==> config.mk <==
export PLATFORM = sky130hd
export DESIGN_NAME = lort_ctrl
export DESIGN_NICKNAME = d
export VERILOG_FILES = /design/src/rtl/lort_pkg.sv /design/src/rtl/lort_ctrl.sv
export SDC_FILE = /design/constraint.sdc
export NUM_CORES = 1
export LEC_CHECK = 0
export BUFFER_PORTS_ARGS = -buffer_cell sky130_fd_sc_hd__buf_2
export CAP_MARGIN = 30
export CORE_AREA = 2 2 39 41
export CTS_CLUSTER_SIZE = 28
export DETAILED_ROUTE_END_ITERATION = 8
export DIE_AREA = 0 0 41 43
export PLACE_DENSITY = 0.58
export SLEW_MARGIN = 0
export SYNTH_ARGS = -nofsm -noshare
export SYNTH_HDL_FRONTEND = slang
export SYNTH_SLANG_ARGS = --single-unit
==> constraint.sdc <==
create_clock -name clk -period 1.1 [get_ports clk]
set_input_delay 0.22 -clock clk [delete_from_list [all_inputs] [get_ports clk]]
set_output_delay 0.22 -clock clk [all_outputs]
set_load 0.01 [all_outputs]
==> src/rtl/lort_pkg.sv <==
`timescale 1ns / 1ps

package lort_pkg;

  localparam int POS_W = 10;
  localparam int LEN_W = 11;
  localparam int CFG_W = 11;

  localparam logic [CFG_W-1:0] N_BITS_RESET = 11'd1024;

  localparam logic [1:0] MODE_LOAD  = 2'd0;
  localparam logic [1:0] MODE_QUERY = 2'd1;
  localparam logic [1:0] MODE_SET   = 2'd2;

  typedef struct packed {
    logic [1:0]       mode;
    logic [POS_W-1:0] position;
    logic             bit_value;
  } item_t;

  typedef struct packed {
    logic [LEN_W-1:0] longest_run;
  } result_t;

  typedef struct packed {
    logic [CFG_W-1:0] n_bits;
  } cfg_t;

  typedef enum logic [2:0] {
    ST_CLEAR,
    ST_IDLE,
    ST_SET_RD,
    ST_SET_EXEC,
    ST_LD_EXEC,
    ST_WR_A,
    ST_WR_B,
    ST_QUERY
  } state_t;

  typedef struct packed {
    logic take;
    logic clear;
    logic set_rd;
    logic set_exec;
    logic ld_exec;
    logic wr_a;
    logic wr_b;
    logic load_out;
  } cmd_t;

  typedef struct packed {
    logic item_valid;
    logic go_load;
    logic go_set;
    logic go_query;
    logic bm_one;
    logic ld_more;
    logic need_b;
    logic out_free;
    logic clr_last;
  } stat_t;

endpackage

==> src/rtl/lort_ctrl.sv <==
`timescale 1ns / 1ps

module lort_ctrl (
  input  logic            clk,
  input  logic            rst,
  input  lort_pkg::stat_t stat,
  output lort_pkg::cmd_t  cmd
);

  lort_pkg::state_t state;
  lort_pkg::state_t state_next;

  always_ff @(posedge clk) begin
    if (rst) begin
      state <= lort_pkg::ST_CLEAR;
    end else begin
      state <= state_next;
    end
  end

  always_comb begin
    state_next = state;
    cmd        = '0;
    case (state)
      lort_pkg::ST_CLEAR: begin
        cmd.clear = 1'b1;
        if (stat.clr_last) begin
          state_next = lort_pkg::ST_IDLE;
        end
      end
      lort_pkg::ST_IDLE: begin
        cmd.take = 1'b1;
        if (stat.item_valid) begin
          if (stat.go_query) begin
            state_next = lort_pkg::ST_QUERY;
          end else if (stat.go_load) begin
            state_next = lort_pkg::ST_LD_EXEC;
          end else if (stat.go_set) begin
            state_next = lort_pkg::ST_SET_RD;
          end
        end
      end
      lort_pkg::ST_SET_RD: begin
        cmd.set_rd = 1'b1;
        state_next = lort_pkg::ST_SET_EXEC;
      end
      lort_pkg::ST_SET_EXEC: begin
        cmd.set_exec = 1'b1;
        state_next   = stat.bm_one ? lort_pkg::ST_IDLE : lort_pkg::ST_WR_A;
      end
      lort_pkg::ST_LD_EXEC: begin
        cmd.ld_exec = 1'b1;
        state_next  = stat.ld_more ? lort_pkg::ST_WR_A : lort_pkg::ST_IDLE;
      end
      lort_pkg::ST_WR_A: begin
        cmd.wr_a   = 1'b1;
        state_next = stat.need_b ? lort_pkg::ST_WR_B : lort_pkg::ST_IDLE;
      end
      lort_pkg::ST_WR_B: begin
        cmd.wr_b   = 1'b1;
        state_next = lort_pkg::ST_IDLE;
      end
      lort_pkg::ST_QUERY: begin
        cmd.load_out = stat.out_free;
        if (stat.out_free) begin
          state_next = lort_pkg::ST_IDLE;
        end
      end
      default: begin
        state_next = lort_pkg::ST_CLEAR;
      end
    endcase
  end

endmodule

# Word level (Yosys, flattened, before mapping)
# Cells that the tools add are included.
op_classes:
  n_eq_ne: 11
  n_mux: 18
  reduce_logical: 2
ops:
  columns: ["op", "count"]
  rows:
  - ["3-bit 2-to-1 mux", 9]
  - ["3-bit case mux with 8 select lines", 1]
  - ["3-bit equality test, second input constant", 4]
  - ["1-bit 2-to-1 mux", 8]
  - ["3-bit by 2-bit equality test with 1-bit output, second input constant", 2]
  - ["2-bit != test, second input constant", 3]
  - ["4-bit != test, second input constant", 1]
  - ["4-bit AND reduction", 1]
  - ["3-bit by 1-bit equality test with 1-bit output, second input constant", 1]
  - ["3-bit zero test", 1]
totals:
  elab_cells: 32
  inputBits: 11
  regBits: 3
  out_inout_bits: 8

# Longest topological paths before layout
depth:
  ltp_word: 5
  mapped_depth: 4
  mapped_depth_nobuf: 3

# Worst setup path before layout
# OpenSTA, ideal clock, no wires.
synth_path:
  path_type: "reg2out"
  startpoint: "reg state[2]"
  endpoint: "out cmd[3] in the netlist's numbering"
  path_buffers: 1
  slack_ps: 45
  t_arrival_ps: 835
  required_ps: 880
  path_stages_with_launch: 3
  path_cell_list: "dfxtp_1 -> buf_6 -> nor3b_1"
synth_lines:
  columns: ["element", "line", "rtl"]
  rows:
  - ["start, declared", "lort_ctrl.sv:10", "lort_pkg::state_t state;"]
  - ["start signal, assigned", "lort_ctrl.sv:15", "state <= lort_pkg::ST_CLEAR;"]
  - ["start signal, assigned", "lort_ctrl.sv:17", "state <= state_next;"]
  - ["end, declared", "lort_ctrl.sv:7", "output lort_pkg::cmd_t cmd"]

==> impl_metrics.yaml <==
route:
  topRoutingLayerUsed: "met4"
  ant_nets: 0
  wl_met3_um: 68
  wl_met2_um: 527
  firstDrtPassIters: 2
  wl_per_cell_um: 11.4
  drt-met1-wl_um: 404
  drtIter0Drc: 2
  vias: 417
  drc_errors: 0
  vias_per_cell: 4.69
  totalWireLength_um: 1020
yosys:
  synth-async-reset-ratio: 0
  syn_area_per_cell_um2: 7.39
  synthCells: 41
  ys_top_cells_by_count: "6 x nor2_1, 4 x nand2_1, 3 x dfxtp_1, 3 x nor3_1"
  synth_top_area_frac: 0.198
  synth_top_cell_by_area: "dfxtp_1"
  ys_ff_latch: 3
  synth_area_um2: 303
  synth_nets: 52
  synthTopCellsByArea: "dfxtp_1 20%, nor2_1 7.4%, and3b_1 5.8%"
  ys_seq_area_frac: 0.198
  synth_flop_cell: "dfxtp_1"
  synthDistinctLibCells: 25
  yosysMostFrequentCell: "nor2_1"
  synth-edff-count: 0
  ys_warn_count: 0
clock_network:
  postCtsHoldBufs: 0
  path_clk_slew_ns: 0.05
  htreeDepth: 1
  cts-root-buf: "clkbuf_4"
  cts_tree: "yes"
  cts.path.max_buffers: 2
  numClockSinks: 3
  clock_latency_ns: 0.25
  cts_buffers: 3
worst_setup_path:
  worstRegToRegCells: 4
  worstSetupPathDepth: 3
  path_buf_inv: 2
  crit_chain: "buf_6 > and3b_1 > buf_2"
  critPathMaxFanout: 5
  crit_type: "register to output port"
  cp_top_family: "flip-flops"
  crit_path_end_kind: "output port"
  critPathArrivalTime_ns: 1.04
  start_kind: "register"
  max_stage_delay_ns: 0.36
  cp_slowest_cell: "dfxtp_4"
  worstPathRequired_ns: 0.88
floorplanning:
  die_x_um: 41
  coreArea_um2: 1380
  die_h_um: 43
  io_pins: 19
  start_util: 0.219
  fp-row-count: 14
  die-area_um2: 1760
sta:
  post-route-min-period_ns: 1.26
  worst_pin_slew_ns: 0.243
  slew_headroom: 0.837
  skew_ns: 0.0157
  setup_ws_ns: -0.157
  fin_crit_sh: 1.14
  rsz0062_at_grt: "true"
  final.setup.tns_ns: -1.08
  final_max_slew_viol_count: 0
  hold_viol: 0
  setup_viol: 10
  max_freq_mhz: 796
placed_design:
  dpl.cell_count: 81
  place.gp.congestion: 0.806
  io_buffers: 18
  place_hpwl_um: 659
hold_path:
  hold_class: "input pin to register"
  hold_path_depth: 2
run_status:
  violations: "negative setup slack"
  status: "complete, but fails checks"
cells_and_area:
  antenna_cells: 0
  largest_registers: "state x3"
  regMostFlops: "state"
  fillCellCount: 138
  syn_to_final_growth_pct: 96.7
  stdcell_count: 89
  utilization: 0.430
  largest_register_ffs: 3
  drive_above_1_share: 0.644
  nNetsFinal: 85
job:
  maxCapViolCount: 0
power:
  ir_worst_vdd_mv: 0.568
  power_uw: 534
  powerDensity_nw_per_um2: 896
  power.leakage_nw: 0.290
global_route:
  antenna_found_initial: 0
  groute.usage.overall: 0.122
  grt_first_pass_wirelength_um: 1450
  grt_pass1_vias: 373
  grt_max_degree: 8
  grt_overflow_total: 0
## per-stage QoR
| step | hold slack [ns] | cell area [µm²] | worst slack (ns) |
|---|---|---|---|
| 5_1_grt | 0.179 | 596 | -0.186 |
| 4_1_cts | 0.165 | 573 | -0.147 |
| 3_5_place_dp | 0.419 | 457 | -0.0173 |
| 6_report | 0.158 | 596 | -0.157 |
| 2_1_floorplan | 0.289 | 303 | 0.0455 |
| 3_3_place_gp | 0.418 | 457 | -0.0124 |
## where the power goes
| group | switching (mW) | internal, mW | total (mW) |
|---|---|---|---|
| sequential | 0.0134 | 0.115 | 0.129 |
| combinational | 0.0831 | 0.110 | 0.193 |
| clock | 0.0749 | 0.137 | 0.212 |
## routing by layer
layer,vias to the layer above,track usage
li1,213,-
met1,189,0.144
met2,13,0.191
met3,2,0.0366
met4,0,0.0600
met5,-,0
## kinds of logic (layout without fill, tap and decap cells)
kind of cell,Yosys count,after routing,synth area share
simple gates,23,23,0.417
compound gates,9,9,0.244
buf+inv,5,37,0.103
flops,3,3,0.198
mux,1,1,0.0372
## layout by cell type, fill, tap and decap left out, types with 3 or more instances in the layout
cell type / instances
nand2_1: 4
nor2_1: 4
clkbuf_4: 3
dfxtp_4: 3
buf_4: 4
buf_6: 9
buf_2: 18
## cell type report
type                            count  area, µm²  share of cell area
Multi-Input combinational cell     33        249               0.418
Sequential cell                     3       71.3               0.120
Tap cell                           16       20.0              0.0336
Clock buffer                        4       26.3              0.0441
Timing Repair Buffer               31        221               0.372
Inverter                            2       7.51              0.0126
## worst paths after layout
check                                      startpoint                     to  slack (ns)
worst max-delay path            state[2]$_SDFFE_PP0P_                 cmd[4]       -0.16
worst min-delay path                              rst  state[1]$_SDFFE_PP0P_        0.16
worst max register to register  state[1]$_SDFFE_PP0P_  state[2]$_SDFFE_PP0P_       -0.06
worst min register to register  state[0]$_SDFFE_PP0P_  state[1]$_SDFFE_PP0P_        0.66
## timing repair
action | CTS | global route
setup buffers | 5 | 1
resized for setup | 16 | 7
gates cloned | 0 | 0
setup endpoints to repair | 9 | 11
pin swaps | 5 | 6
Power figures use the tool's default switching activity.
